`src/hdl/sklc_pkg.sv`:
```
`default_nettype none
// ----------------------------------------------------------------------------
// sklc_pkg
// Shared widths, types and register indexes for the scalar Kalman filter
// with lead compensation.
// ----------------------------------------------------------------------------
package sklc_pkg;

	localparam int VW        = 48;  // value width, signed Q16.32
	localparam int CW        = 48;  // covariance and noise width, unsigned Q8.40
	localparam int DTW       = 32;  // sample period width, Q8.24
	localparam int LRW       = 16;  // lead ratio width, Q0.16
	localparam int GW        = 33;  // gain width, Q1.32
	localparam int CFG_IDX_W = 2;
	localparam int CFG_DW    = 48;
	localparam int MB        = 16;  // multiplier chunk width
	localparam int ACCW      = 96;  // accumulator width
	localparam int REMW      = 49;  // divider remainder and divisor width
	localparam int QUOW      = 48;  // divider quotient width
	localparam int DBITS     = 24;  // dividend bits shifted into the remainder

	typedef logic signed [VW-1:0] value_t;
	typedef logic [CW-1:0] cov_t;

	localparam logic [CFG_IDX_W-1:0] CFG_PROCESS_NOISE     = 2'd0;
	localparam logic [CFG_IDX_W-1:0] CFG_MEASUREMENT_NOISE = 2'd1;
	localparam logic [CFG_IDX_W-1:0] CFG_SAMPLE_PERIOD     = 2'd2;
	localparam logic [CFG_IDX_W-1:0] CFG_LEAD_RATIO        = 2'd3;

	typedef struct packed {
		logic div_load;
		logic div_step;
		logic mul_load;
		logic mul_step;
	} arith_ctl_t;

endpackage
`default_nettype wire

```
`src/hdl/sklc_meas_if.sv`:
```
`default_nettype none
// ----------------------------------------------------------------------------
// sklc_meas_if
// Measurement channel: valid/ready with one signed Q16.32 sample.
// ----------------------------------------------------------------------------
interface sklc_meas_if;
	import sklc_pkg::*;

	logic   valid;
	logic   ready;
	value_t measurement;

	modport source (output valid, output measurement, input ready);
	modport sink (input valid, input measurement, output ready);
endinterface
`default_nettype wire

```
`src/hdl/sklc_result_if.sv`:
```
`default_nettype none
// ----------------------------------------------------------------------------
// sklc_result_if
// Result channel: valid/ready with compensated and filtered values.
// ----------------------------------------------------------------------------
interface sklc_result_if;
	import sklc_pkg::*;

	logic   valid;
	logic   ready;
	value_t compensated_value;
	value_t filtered_value;

	modport source (output valid, output compensated_value, output filtered_value,
		input ready);
	modport sink (input valid, input compensated_value, input filtered_value,
		output ready);
endinterface
`default_nettype wire

```
`src/hdl/sklc_arith.sv`:
```
`default_nettype none
// ----------------------------------------------------------------------------
// sklc_arith
// Shared arithmetic: restoring divider (one quotient bit per step) and a
// serial 48x16 multiply-accumulate, MSB chunk first, product registered.
// ----------------------------------------------------------------------------
module sklc_arith (
	input  logic                         clk,
	input  logic                         arst_n,
	input  sklc_pkg::arith_ctl_t         ctl,
	input  logic [sklc_pkg::REMW-1:0]    div_init,
	input  logic [sklc_pkg::REMW-1:0]    div_divisor,
	input  logic [sklc_pkg::DBITS-1:0]   div_bits,
	input  logic [sklc_pkg::VW-1:0]      mul_a,
	input  logic [sklc_pkg::VW-1:0]      mul_b,
	output logic [sklc_pkg::QUOW-1:0]    quo_next,
	output logic [sklc_pkg::ACCW-1:0]    acc
);
	import sklc_pkg::*;

	logic [REMW-1:0]   rem_q;
	logic [REMW-1:0]   div_q;
	logic [DBITS-1:0]  bits_q;
	logic [QUOW-1:0]   quo_q;
	logic [REMW:0]     trial;
	logic [REMW:0]     diff;
	logic              ge;

	logic [VW-1:0]     a_q;
	logic [VW-1:0]     b_q;
	logic [VW+MB-1:0]  prod_q;
	logic              pv_q;
	logic [ACCW-1:0]   acc_q;

	assign trial    = {rem_q, bits_q[DBITS-1]};
	assign ge       = trial >= {1'b0, div_q};
	assign diff     = trial - {1'b0, div_q};
	assign quo_next = {quo_q[QUOW-2:0], ge};
	assign acc      = acc_q;

	always_ff @(posedge clk) begin
		if (ctl.div_load) begin
			rem_q  <= div_init;
			div_q  <= div_divisor;
			bits_q <= div_bits;
			quo_q  <= '0;
		end else if (ctl.div_step) begin
			rem_q  <= ge ? diff[REMW-1:0] : trial[REMW-1:0];
			bits_q <= {bits_q[DBITS-2:0], 1'b0};
			quo_q  <= quo_next;
		end

		if (ctl.mul_load) begin
			a_q   <= mul_a;
			b_q   <= mul_b;
			acc_q <= '0;
		end else if (ctl.mul_step) begin
			prod_q <= (VW+MB)'(a_q) * (VW+MB)'(b_q[VW-1 -: MB]);
			b_q    <= {b_q[VW-MB-1:0], MB'(0)};
			// the registered product of the previous chunk is accumulated
			if (pv_q) begin
				acc_q <= {acc_q[ACCW-MB-1:0], MB'(0)} + ACCW'(prod_q);
			end
		end
	end

	always_ff @(posedge clk or negedge arst_n) begin
		if (!arst_n) begin
			pv_q <= 1'b0;
		end else if (ctl.mul_load) begin
			pv_q <= 1'b0;
		end else if (ctl.mul_step) begin
			pv_q <= 1'b1;
		end
	end

endmodule
`default_nettype wire

```
`src/hdl/scalar_kalman_lead_compensation.sv`:
```
`default_nettype none
// ----------------------------------------------------------------------------
// scalar_kalman_lead_compensation
// Scalar Kalman update with smoothed velocity and a lead term, run by a
// small sequencer over one shared divider and one serial multiplier.
// ----------------------------------------------------------------------------
// Sequence: a measurement runs the 32-step gain division, the 48-step
//   velocity division and five 48x16 multiply passes; the gain division is
//   skipped when measurement_noise is zero, the velocity division when the
//   estimate did not move or the velocity saturates. A new measurement is
//   accepted only once the previous result has been loaded for output.
// Reset: registers take their default values, estimate and velocity clear,
//   covariance is 1.0; the block is ready as soon as reset is released.
module scalar_kalman_lead_compensation (
	input  logic                             clk,
	input  logic                             arst_n,
	input  logic                             cfg_we,
	input  logic [sklc_pkg::CFG_IDX_W-1:0]   cfg_index,
	input  logic [sklc_pkg::CFG_DW-1:0]      cfg_data,
	sklc_meas_if.sink                        meas,
	sklc_result_if.source                    result
);
	import sklc_pkg::*;

	typedef enum logic [12:0] {
		ST_IDLE  = 13'h0001,
		ST_GSET  = 13'h0002,
		ST_DIVG  = 13'h0004,
		ST_DSET  = 13'h0008,
		ST_MUL   = 13'h0010,
		ST_RND   = 13'h0020,
		ST_APPLY = 13'h0040,
		ST_PSET  = 13'h0080,
		ST_VSET  = 13'h0100,
		ST_DIVV  = 13'h0200,
		ST_ESET  = 13'h0400,
		ST_RSET  = 13'h0800,
		ST_LSET  = 13'h1000
	} state_t;

	typedef enum logic [1:0] {
		R_FILT = 2'd0,
		R_COV  = 2'd1,
		R_VEL  = 2'd2,
		R_LEAD = 2'd3
	} rop_t;

	localparam int RNDW = 57;
	localparam int SUMW = RNDW + 2;
	localparam int GAIN_STEPS = 32;
	localparam int VEL_STEPS  = QUOW;

	localparam cov_t            Q_RST     = 48'd1100;
	localparam cov_t            R_RST     = 48'h0100_0000_0000;
	localparam logic [DTW-1:0]  DT_RST    = 32'd1677722;
	localparam logic [LRW-1:0]  RATIO_RST = 16'd26214;
	localparam cov_t            COV_ONE   = 48'h0100_0000_0000;
	localparam logic [GW-1:0]   GAIN_ONE  = 33'h1_0000_0000;
	localparam logic [LRW-1:0]  W_NEW     = 16'd19661;
	localparam value_t          VMAX      = {1'b0, {(VW-1){1'b1}}};
	localparam value_t          VMIN      = {1'b1, {(VW-1){1'b0}}};

	// control and architectural state
	state_t           state_q;
	state_t           ret_q;
	rop_t             rop_q;
	logic [1:0]       nch_q;
	logic [5:0]       cnt_q;
	logic             ov_q;
	cov_t             q_q;
	cov_t             r_q;
	logic [DTW-1:0]   dt_q;
	logic [LRW-1:0]   ratio_q;
	value_t           x_q;
	cov_t             p_q;
	value_t           v_q;

	// per-item working registers
	value_t           z_q;
	cov_t             ppred_q;
	logic [GW-1:0]    k_q;
	value_t           filt_q;
	value_t           raw_q;
	value_t           vel_q;
	logic [RNDW-1:0]  rnd_q;
	logic             neg_q;
	value_t           comp_q;
	value_t           ofilt_q;

	arith_ctl_t       ctl;
	logic [REMW-1:0]  div_init;
	logic [REMW-1:0]  div_divisor;
	logic [DBITS-1:0] div_bits;
	logic [VW-1:0]    mul_a;
	logic [VW-1:0]    mul_b;
	logic [QUOW-1:0]  quo_next;
	logic [ACCW-1:0]  acc;

	logic [CW:0]      pp_sum;
	logic [CW:0]      den;
	value_t           ad_a;
	value_t           ad_b;
	logic [VW:0]      dab;
	logic [VW:0]      dba;
	logic             ad_neg;
	logic [VW-1:0]    ad_mag;
	logic             vsat;
	logic [QUOW-1:0]  lim;
	logic [QUOW-1:0]  qs;
	value_t           raw_div;
	logic [VW-1:0]    vel_mag;
	logic [40:0]      bias;
	logic [ACCW:0]    full;
	logic [RNDW-1:0]  rnd_nxt;
	value_t           base;
	logic [RNDW:0]    term;
	logic [SUMW-1:0]  sum;
	value_t           sat_sum;
	logic             lead_go;
	logic             res_load;
	logic             gdiv_last;
	logic             vdiv_last;

	sklc_arith u_arith (
		.clk         (clk),
		.arst_n      (arst_n),
		.ctl         (ctl),
		.div_init    (div_init),
		.div_divisor (div_divisor),
		.div_bits    (div_bits),
		.mul_a       (mul_a),
		.mul_b       (mul_b),
		.quo_next    (quo_next),
		.acc         (acc)
	);

	assign meas.ready               = (state_q == ST_IDLE);
	assign result.valid             = ov_q;
	assign result.compensated_value = comp_q;
	assign result.filtered_value    = ofilt_q;

	assign pp_sum    = {1'b0, p_q} + {1'b0, q_q};
	assign den       = {1'b0, ppred_q} + {1'b0, r_q};
	assign lead_go   = !ov_q || result.ready;
	assign res_load  = (state_q == ST_APPLY) && (rop_q == R_LEAD) && lead_go;
	assign gdiv_last = (cnt_q == 6'(GAIN_STEPS - 1));
	assign vdiv_last = (cnt_q == 6'(VEL_STEPS - 1));

	// one signed difference pair, operands picked by the step
	always_comb begin
		case (state_q)
			ST_VSET: begin
				ad_a = filt_q;
				ad_b = x_q;
			end
			ST_ESET: begin
				ad_a = raw_q;
				ad_b = v_q;
			end
			default: begin
				ad_a = z_q;
				ad_b = x_q;
			end
		endcase
	end

	assign dab    = {ad_a[VW-1], ad_a} - {ad_b[VW-1], ad_b};
	assign dba    = {ad_b[VW-1], ad_b} - {ad_a[VW-1], ad_a};
	assign ad_neg = dab[VW];
	assign ad_mag = ad_neg ? dba[VW-1:0] : dab[VW-1:0];

	// quotient would reach 2^48: saturate, also covers a zero period
	assign vsat = {8'b0, ad_mag} >= {dt_q, 24'b0};

	assign lim     = neg_q ? QUOW'(VMIN) : QUOW'(VMAX);
	assign qs      = (quo_next > lim) ? lim : quo_next;
	assign raw_div = neg_q ? value_t'(~qs + 1'b1) : value_t'(qs);
	assign vel_mag = vel_q[VW-1] ? (~vel_q + 1'b1) : vel_q;

	// rounding: negative terms round half toward +inf via magnitude bias - 1;
	// the lead magnitude rounds half up before its sign is applied
	always_comb begin
		case (rop_q)
			R_VEL:   bias = 41'd1 << 15;
			R_LEAD:  bias = 41'd1 << 39;
			default: bias = 41'd1 << 31;
		endcase
		if (neg_q && rop_q != R_LEAD) begin
			bias = bias - 41'd1;
		end
		full = {1'b0, acc} + {{(ACCW-40){1'b0}}, bias};
		case (rop_q)
			R_VEL:   rnd_nxt = full[72:16];
			R_LEAD:  rnd_nxt = full[96:40];
			default: rnd_nxt = full[88:32];
		endcase
	end

	always_comb begin
		case (rop_q)
			R_VEL:   base = v_q;
			R_LEAD:  base = filt_q;
			default: base = x_q;
		endcase
		term = neg_q ? (~{1'b0, rnd_q} + 1'b1) : {1'b0, rnd_q};
		sum  = {{(SUMW-VW){base[VW-1]}}, base} + {term[RNDW], term};
		if ((&sum[SUMW-1:VW-1]) || !(|sum[SUMW-1:VW-1])) begin
			sat_sum = sum[VW-1:0];
		end else begin
			sat_sum = sum[SUMW-1] ? VMIN : VMAX;
		end
	end

	// arithmetic unit control and operand select
	always_comb begin
		ctl         = '0;
		div_init    = {1'b0, ppred_q};
		div_divisor = den[REMW-1:0];
		div_bits    = '0;
		mul_a       = '0;
		mul_b       = '0;
		case (state_q)
			ST_GSET: begin
				ctl.div_load = (r_q != '0);
			end
			ST_DIVG, ST_DIVV: begin
				ctl.div_step = 1'b1;
			end
			ST_VSET: begin
				ctl.div_load = (ad_mag != '0) && !vsat;
				div_init     = {{(REMW-DBITS){1'b0}}, ad_mag[VW-1:DBITS]};
				div_divisor  = {{(REMW-DTW){1'b0}}, dt_q};
				div_bits     = ad_mag[DBITS-1:0];
			end
			ST_DSET: begin
				ctl.mul_load = 1'b1;
				mul_a        = ad_mag;
				mul_b        = {{(VW-GW){1'b0}}, k_q};
			end
			ST_PSET: begin
				ctl.mul_load = 1'b1;
				mul_a        = ppred_q;
				mul_b        = {{(VW-GW){1'b0}}, GAIN_ONE - k_q};
			end
			ST_ESET: begin
				ctl.mul_load = 1'b1;
				mul_a        = ad_mag;
				mul_b        = {W_NEW, {(VW-LRW){1'b0}}};
			end
			ST_RSET: begin
				ctl.mul_load = 1'b1;
				mul_a        = {{(VW-DTW){1'b0}}, dt_q};
				mul_b        = {ratio_q, {(VW-LRW){1'b0}}};
			end
			ST_LSET: begin
				ctl.mul_load = 1'b1;
				mul_a        = vel_mag;
				mul_b        = acc[VW-1:0];
			end
			ST_MUL: begin
				ctl.mul_step = 1'b1;
			end
			default: ;
		endcase
	end

	// sequencer, registers and filter state
	always_ff @(posedge clk or negedge arst_n) begin
		if (!arst_n) begin
			state_q <= ST_IDLE;
			ret_q   <= ST_RND;
			rop_q   <= R_FILT;
			nch_q   <= '0;
			cnt_q   <= '0;
			ov_q    <= 1'b0;
			q_q     <= Q_RST;
			r_q     <= R_RST;
			dt_q    <= DT_RST;
			ratio_q <= RATIO_RST;
			x_q     <= '0;
			p_q     <= COV_ONE;
			v_q     <= '0;
		end else begin
			if (cfg_we) begin
				case (cfg_index)
					CFG_PROCESS_NOISE:     q_q     <= cfg_data[CW-1:0];
					CFG_MEASUREMENT_NOISE: r_q     <= cfg_data[CW-1:0];
					CFG_SAMPLE_PERIOD:     dt_q    <= cfg_data[DTW-1:0];
					CFG_LEAD_RATIO:        ratio_q <= cfg_data[LRW-1:0];
					default: ;
				endcase
			end

			// a new result may replace the one leaving in the same cycle
			if (res_load) begin
				ov_q <= 1'b1;
			end else if (ov_q && result.ready) begin
				ov_q <= 1'b0;
			end

			case (state_q)
				ST_IDLE: begin
					if (meas.valid) begin
						state_q <= ST_GSET;
					end
				end
				ST_GSET: begin
					cnt_q   <= '0;
					state_q <= (r_q != '0) ? ST_DIVG : ST_DSET;
				end
				ST_DIVG: begin
					if (gdiv_last) begin
						state_q <= ST_DSET;
					end else begin
						cnt_q <= cnt_q + 6'd1;
					end
				end
				ST_DSET: begin
					rop_q   <= R_FILT;
					nch_q   <= 2'd3;
					ret_q   <= ST_RND;
					cnt_q   <= '0;
					state_q <= ST_MUL;
				end
				ST_MUL: begin
					if (cnt_q == {4'b0, nch_q}) begin
						state_q <= ret_q;
					end else begin
						cnt_q <= cnt_q + 6'd1;
					end
				end
				ST_RND: begin
					state_q <= ST_APPLY;
				end
				ST_APPLY: begin
					case (rop_q)
						R_FILT: state_q <= ST_PSET;
						R_COV: begin
							p_q     <= rnd_q[CW-1:0];
							state_q <= ST_VSET;
						end
						R_VEL: state_q <= ST_RSET;
						R_LEAD: begin
							if (lead_go) begin
								x_q     <= filt_q;
								v_q     <= vel_q;
								state_q <= ST_IDLE;
							end
						end
						default: state_q <= ST_IDLE;
					endcase
				end
				ST_PSET: begin
					rop_q   <= R_COV;
					nch_q   <= 2'd3;
					ret_q   <= ST_RND;
					cnt_q   <= '0;
					state_q <= ST_MUL;
				end
				ST_VSET: begin
					cnt_q   <= '0;
					state_q <= ((ad_mag != '0) && !vsat) ? ST_DIVV : ST_ESET;
				end
				ST_DIVV: begin
					if (vdiv_last) begin
						state_q <= ST_ESET;
					end else begin
						cnt_q <= cnt_q + 6'd1;
					end
				end
				ST_ESET: begin
					rop_q   <= R_VEL;
					nch_q   <= 2'd1;
					ret_q   <= ST_RND;
					cnt_q   <= '0;
					state_q <= ST_MUL;
				end
				ST_RSET: begin
					nch_q   <= 2'd1;
					ret_q   <= ST_LSET;
					cnt_q   <= '0;
					state_q <= ST_MUL;
				end
				ST_LSET: begin
					rop_q   <= R_LEAD;
					nch_q   <= 2'd3;
					ret_q   <= ST_RND;
					cnt_q   <= '0;
					state_q <= ST_MUL;
				end
				default: state_q <= ST_IDLE;
			endcase
		end
	end

	// working registers, no reset
	always_ff @(posedge clk) begin
		case (state_q)
			ST_IDLE: begin
				if (meas.valid) begin
					z_q     <= meas.measurement;
					ppred_q <= pp_sum[CW] ? {CW{1'b1}} : pp_sum[CW-1:0];
				end
			end
			ST_GSET: begin
				// no noise term: full gain, or none when the prediction is zero too
				if (r_q == '0) begin
					k_q <= (ppred_q == '0) ? '0 : GAIN_ONE;
				end
			end
			ST_DIVG: begin
				if (gdiv_last) begin
					k_q <= {1'b0, quo_next[GAIN_STEPS-1:0]};
				end
			end
			ST_DSET, ST_ESET: begin
				neg_q <= ad_neg;
			end
			ST_PSET: begin
				neg_q <= 1'b0;
			end
			ST_VSET: begin
				neg_q <= ad_neg;
				if (ad_mag == '0) begin
					raw_q <= '0;
				end else if (vsat) begin
					raw_q <= ad_neg ? VMIN : VMAX;
				end
			end
			ST_DIVV: begin
				if (vdiv_last) begin
					raw_q <= raw_div;
				end
			end
			ST_LSET: begin
				neg_q <= vel_q[VW-1];
			end
			ST_RND: begin
				rnd_q <= rnd_nxt;
			end
			ST_APPLY: begin
				case (rop_q)
					R_FILT: filt_q <= sat_sum;
					R_VEL:  vel_q  <= sat_sum;
					R_LEAD: begin
						if (lead_go) begin
							comp_q  <= sat_sum;
							ofilt_q <= filt_q;
						end
					end
					default: ;
				endcase
			end
			default: ;
		endcase
	end

	a_accept_starts: assert property (@(posedge clk) disable iff (!arst_n)
		(meas.valid && meas.ready) |=> (state_q == ST_GSET))
		else $error("transfer did not start the gain step");

	a_cov_shrinks: assert property (@(posedge clk) disable iff (!arst_n)
		(state_q == ST_APPLY && rop_q == R_COV) |=> (p_q <= ppred_q))
		else $error("updated covariance above predicted covariance");

	a_filt_between: assert property (@(posedge clk) disable iff (!arst_n)
		(state_q == ST_APPLY && rop_q == R_FILT) |=>
		((filt_q >= x_q && filt_q <= z_q) || (filt_q <= x_q && filt_q >= z_q)))
		else $error("estimate outside old estimate and measurement");

	a_result_source: assert property (@(posedge clk) disable iff (!arst_n)
		$rose(ov_q) |-> $past(state_q == ST_APPLY && rop_q == R_LEAD))
		else $error("result valid without lead step");

endmodule
`default_nettype wire

```
`src/flat_wrapper.sv`:
```
// flat-port wrapper written by rule: the top's interface ports become plain ports
module scalar_kalman_lead_compensation_flat import sklc_pkg::*;
  (clk, arst_n, cfg_we, cfg_index, cfg_data, meas_valid, meas_measurement, meas_ready, result_valid, result_compensated_value, result_filtered_value, result_ready);
  sklc_meas_if meas_i ();
  sklc_result_if result_i ();
  input  logic clk;
  input  logic arst_n;
  input  logic cfg_we;
  input  logic [sklc_pkg::CFG_IDX_W-1:0] cfg_index;
  input  logic [sklc_pkg::CFG_DW-1:0] cfg_data;
  input wire logic [$bits(meas_i.valid)-1:0] meas_valid;
  input wire logic [$bits(meas_i.measurement)-1:0] meas_measurement;
  output wire logic [$bits(meas_i.ready)-1:0] meas_ready;
  output wire logic [$bits(result_i.valid)-1:0] result_valid;
  output wire logic [$bits(result_i.compensated_value)-1:0] result_compensated_value;
  output wire logic [$bits(result_i.filtered_value)-1:0] result_filtered_value;
  input wire logic [$bits(result_i.ready)-1:0] result_ready;
  assign meas_i.valid = meas_valid;
  assign meas_i.measurement = meas_measurement;
  assign meas_ready = meas_i.ready;
  assign result_valid = result_i.valid;
  assign result_compensated_value = result_i.compensated_value;
  assign result_filtered_value = result_i.filtered_value;
  assign result_i.ready = result_ready;
  scalar_kalman_lead_compensation u_core (.clk(clk), .arst_n(arst_n), .cfg_we(cfg_we), .cfg_index(cfg_index), .cfg_data(cfg_data), .meas(meas_i), .result(result_i));
endmodule
```
`config.mk`:
```
export PLATFORM = sky130hd
export DESIGN_NAME = scalar_kalman_lead_compensation_flat
export DESIGN_NICKNAME = d
export VERILOG_FILES = /design/src/hdl/sklc_pkg.sv /design/src/hdl/sklc_meas_if.sv /design/src/hdl/sklc_result_if.sv /design/src/hdl/sklc_arith.sv /design/src/hdl/scalar_kalman_lead_compensation.sv /design/src/flat_wrapper.sv
export SDC_FILE = /design/constraint.sdc
export NUM_CORES = 2
export LEC_CHECK = 0
export BUFFER_PORTS_ARGS = -buffer_cell sky130_fd_sc_hd__buf_2
export CELL_PAD_IN_SITES_DETAIL_PLACEMENT = 1
export CELL_PAD_IN_SITES_GLOBAL_PLACEMENT = 1
export CORE_ASPECT_RATIO = 0.7
export CORE_MARGIN = 2
export CORE_UTILIZATION = 35
export CTS_CLUSTER_SIZE = 14
export DETAILED_ROUTE_END_ITERATION = 7
export PLACE_DENSITY = 0.65
export RECOVER_POWER = 50
export SYNTH_ARGS = -nofsm -noshare
export SYNTH_HDL_FRONTEND = slang
export SYNTH_SLANG_ARGS = --single-unit
```
`constraint.sdc`:
```
create_clock -name clk -period 10.68 [get_ports clk]
set_input_delay 1.602 -clock clk [delete_from_list [all_inputs] [get_ports clk]]
set_output_delay 1.602 -clock clk [all_outputs]
set_load 0.03 [all_outputs]
```
==> results.md <==
- Max Fclk: 98.3 MHz
- Critical Path Source: u_core.state_q[8]$_DFFE_PN0P_
- Post-Route Utilization: 38.8%
- Detailed Route Iter0 Violations: 9801
- CTS tree: done
- Crit-path max FO: 71
- H-tree Lvls: 4
- Primary FF master, synth: edfxtp_1
- Critical Path Sink: u_core.u_arith.bits_q[22]$_DFFE_PP_
- Mean Syn Cell Area: 9.44 um^2
- Vias: 83154
- First-pass GRT wire length: 621 mm
- Routing usage on met1: 48.1%
- Hold Startpoint: u_core.p_q[25]$_DFFE_PN0P_
- FFs w/ async S/R, synth: 27.0%
- Worst path max stage delay: 580 ps
- Wirelength, routed: 436 mm
- Die area: 281000 um^2
- Critical path's slowest cell: xnor2_1
- Detail Route Antenna Nets: 0
- Initial core utilization: 35.2%
- CP most frequent cell: o21a_1
- GRT met2 Usage: 39.5%
- Most common cell after layout, fill and taps aside: nand2_1
- Die width: 633 um
- Seq/Total Area, Yosys: 33.1%
- Hold WC Path Type: flip-flop to flip-flop
- Req. time, crit path: 11160 ps
- Synth-to-Final Area Change: 10.1%
- Post-synth top area cell: edfxtp_1
- Arrival @ worst endpoint: 10650 ps
- CP startpoint kind: flip-flop
- Max Root-Sink Buffers: 4
- Post CTS Setup Buffer Count: 0
- Worst-Skew Late Latency: 860 ps
- RSZ-0062 raised after global routing: false
- FF+latch count, synth: 1167
- # rows: 161
- Worst R2R Start: u_core.state_q[8]$_DFFE_PN0P_
- Top cell type's share of synthesized area: 22.0%
- Final hold violation count: 0
- GRT Total Usage: 30.5%
- Setup TNS: 0 ps
- Synth Instances: 10260
- Reg2Reg Setup Slack: 510 ps
- Total grt overflow: 0
- Initial antenna violation count: 48
- GP Congestion: 1.02
- Hold_ws: 487 ps
- Max-cap violations: 25
- Hold path depth: 2
- Reg-to-reg endpoint: u_core.u_arith.bits_q[22]$_DFFE_PP_
- GRT Max-Usage Layer: met1
- Port-buffer cells: 200
- Clk sinks: 1167
- Post-synth EDFFs: 709
- # DRC: 0
- CP Capture Type: flip-flop
- Cell area after synthesis: 96900 um^2
- Failing checks: capacitance limit, slew limit
- Clk pin slew, worst setup/hold paths: 70 ps
- Hpwl dp: 354 mm
- Clock root cell: clkbuf_16
- Pin count of the biggest net entering global routing: 117
- Clock skew: 95.0 ps
- Syn. warnings: 0
- Slew Limit Fails: 1243
- Clock buffer count from CTS: 138
- Slew margin rel.: -275%
- Reg2Reg Depth: 34
- Synth top area cells: edfxtp_1, fa_1, ha_1, dfrtp_1, nand2_1
- Number of distinct library cells after synthesis: 93
- Detailed-route vias per instance: 5.90
- Result of the run: complete, but fails checks
- Die height: 444 um
- Routed len/inst: 30.9 um
- Drt pass-1 iters: 8
- Fillers: 31449
- Final count of negative-setup-slack endpoints: 0
- Period utilization: 95.2%
- I/O pin count: 201
- Fin nets: 11661
- Core area: 275000 um^2
- Crit path kind: flip-flop to flip-flop
- Grt met3 use: 8.67%
- Most frequent cells in the layout: nand2_1, inv_1, a21oi_1
- Share of cells above drive strength 1: 8.59%
- Worst-Margin Slew: 5630 ps
- Tmin final: 10170 ps
- Vias in the first global route: 83062
==> per-layer routing <==
metal	up-vias	wire, um
li1	35726	-
met1	43149	211000
met2	3780	163000
met3	485	49100
met4	14	12700
met5	-	176
==> flip-flops by register name, summed over array words and instances, names as in the netlist, 16 cells and up <==
name and count:
u_core.raw_q 48, u_core.dt_q 32, u_core.u_arith.quo_q 47, u_core.u_arith.div_q 49, u_core.k_q 33, u_core.r_q 48
u_core.x_q 48, u_core.p_q 48, u_core.ratio_q 16, u_core.ppred_q 48, u_core.vel_q 48, u_core.q_q 48
u_core.result.filtered_value 48, u_core.u_arith.rem_q 49, u_core.result.compensated_value 48, u_core.u_arith.b_q 48, u_core.u_arith.prod_q 64, u_core.u_arith.bits_q 24
u_core.u_arith.a_q 48, u_core.rnd_q 57, u_core.z_q 48, u_core.u_arith.acc 96, u_core.filt_q 48, u_core.v_q 48
==> through the flow <==
stage               instances  cell area [um^2]  worst slack (ps)
finish                  14095            107000               509
global route            14077            107000              97.9
CTS                     14075            107000               510
detailed placement      13836            103000               607
global placement        13834            102000               652
floorplan               10267             96900               681
==> worst min path at each step <==
stage / endpoint / slack (ps)
6_report: u_core.p_q[25]$_DFFE_PN0P_ / 490
5_1_grt: u_core.p_q[40]$_DFFE_PN1P_ / 510
3_5_place_dp: u_core.p_q[25]$_DFFE_PN0P_ / 470
3_3_place_gp: u_core.p_q[25]$_DFFE_PN0P_ / 470
4_1_cts: u_core.p_q[25]$_DFFE_PN0P_ / 490
2_1_floorplan: u_core.p_q[40]$_DFFE_PN1P_ / 440
==> layout make-up <==
| type | count | area, um^2 | area share (%) |
|---|---|---|---|
| Multi-Input combinational cell | 7657 | 59600 | 55.8 |
| Sequential cell | 1167 | 32100 | 30.1 |
| Tap cell | 3667 | 4590 | 4.30 |
| Clock buffer | 190 | 3900 | 3.65 |
| Inverter | 934 | 3510 | 3.29 |
| Timing Repair Buffer | 411 | 2500 | 2.35 |
| Clock inverter | 49 | 493 | 0.462 |
| Antenna cell | 20 | 50.0 | 0.0469 |
==> logic make-up after synthesis <==
| logic type | Yosys count | share of synthesized area [%] |
|---|---|---|
| xor gates and xnor gates | 556 | 5.03 |
| other | 1 | 0.00387 |
| muxes | 467 | 5.18 |
| DFF | 1167 | 33.1 |
| AOI/OAI and AO/OA | 2229 | 14.7 |
| adders and majority gates | 1249 | 21.2 |
| and+or+nand+nor | 3148 | 15.1 |
| buffers and inverters | 1443 | 5.68 |
==> critical path, delay by kind of cell (launching register included) <==
kind / cells / cell delay (ps)
mux: 2 / 530
compound gates: 12 / 2610
buf+inv: 4 / 1110
simple gates: 13 / 3580
fa+ha+maj: 2 / 820
flops: 1 / 520
xor+xnor: 1 / 580
==> cells in the mapped netlist (all sizes together) (65+ instances only) <==
cell and number:
nand2b 75, xor2 188, mux2 274, o21bai 67, and2 308, clkbuf 437
a221oi 65, nand2 1465, nor2 492, a21o 277, buf 72, ha 600
o21ai 497, xnor2 368, edfxtp 709, nand3 137, dfrtp 288, nor2b 68
or3 77, a21oi 725, inv 934, nand4 114, dfxtp 143, mux2i 193
nor3 127, fa 649, nor4 72
==> timing repair <==
| item | CTS | global route |
|---|---|---|
| hold buffers | 0 | 0 |
| endpoints found under the setup margin | 0 | 79 |
| gates resized for setup | 0 | 2 |
Power is left out: the tool's default activity adds up to more than one toggle a clock period on the data nets, which glitch-free logic cannot reach.
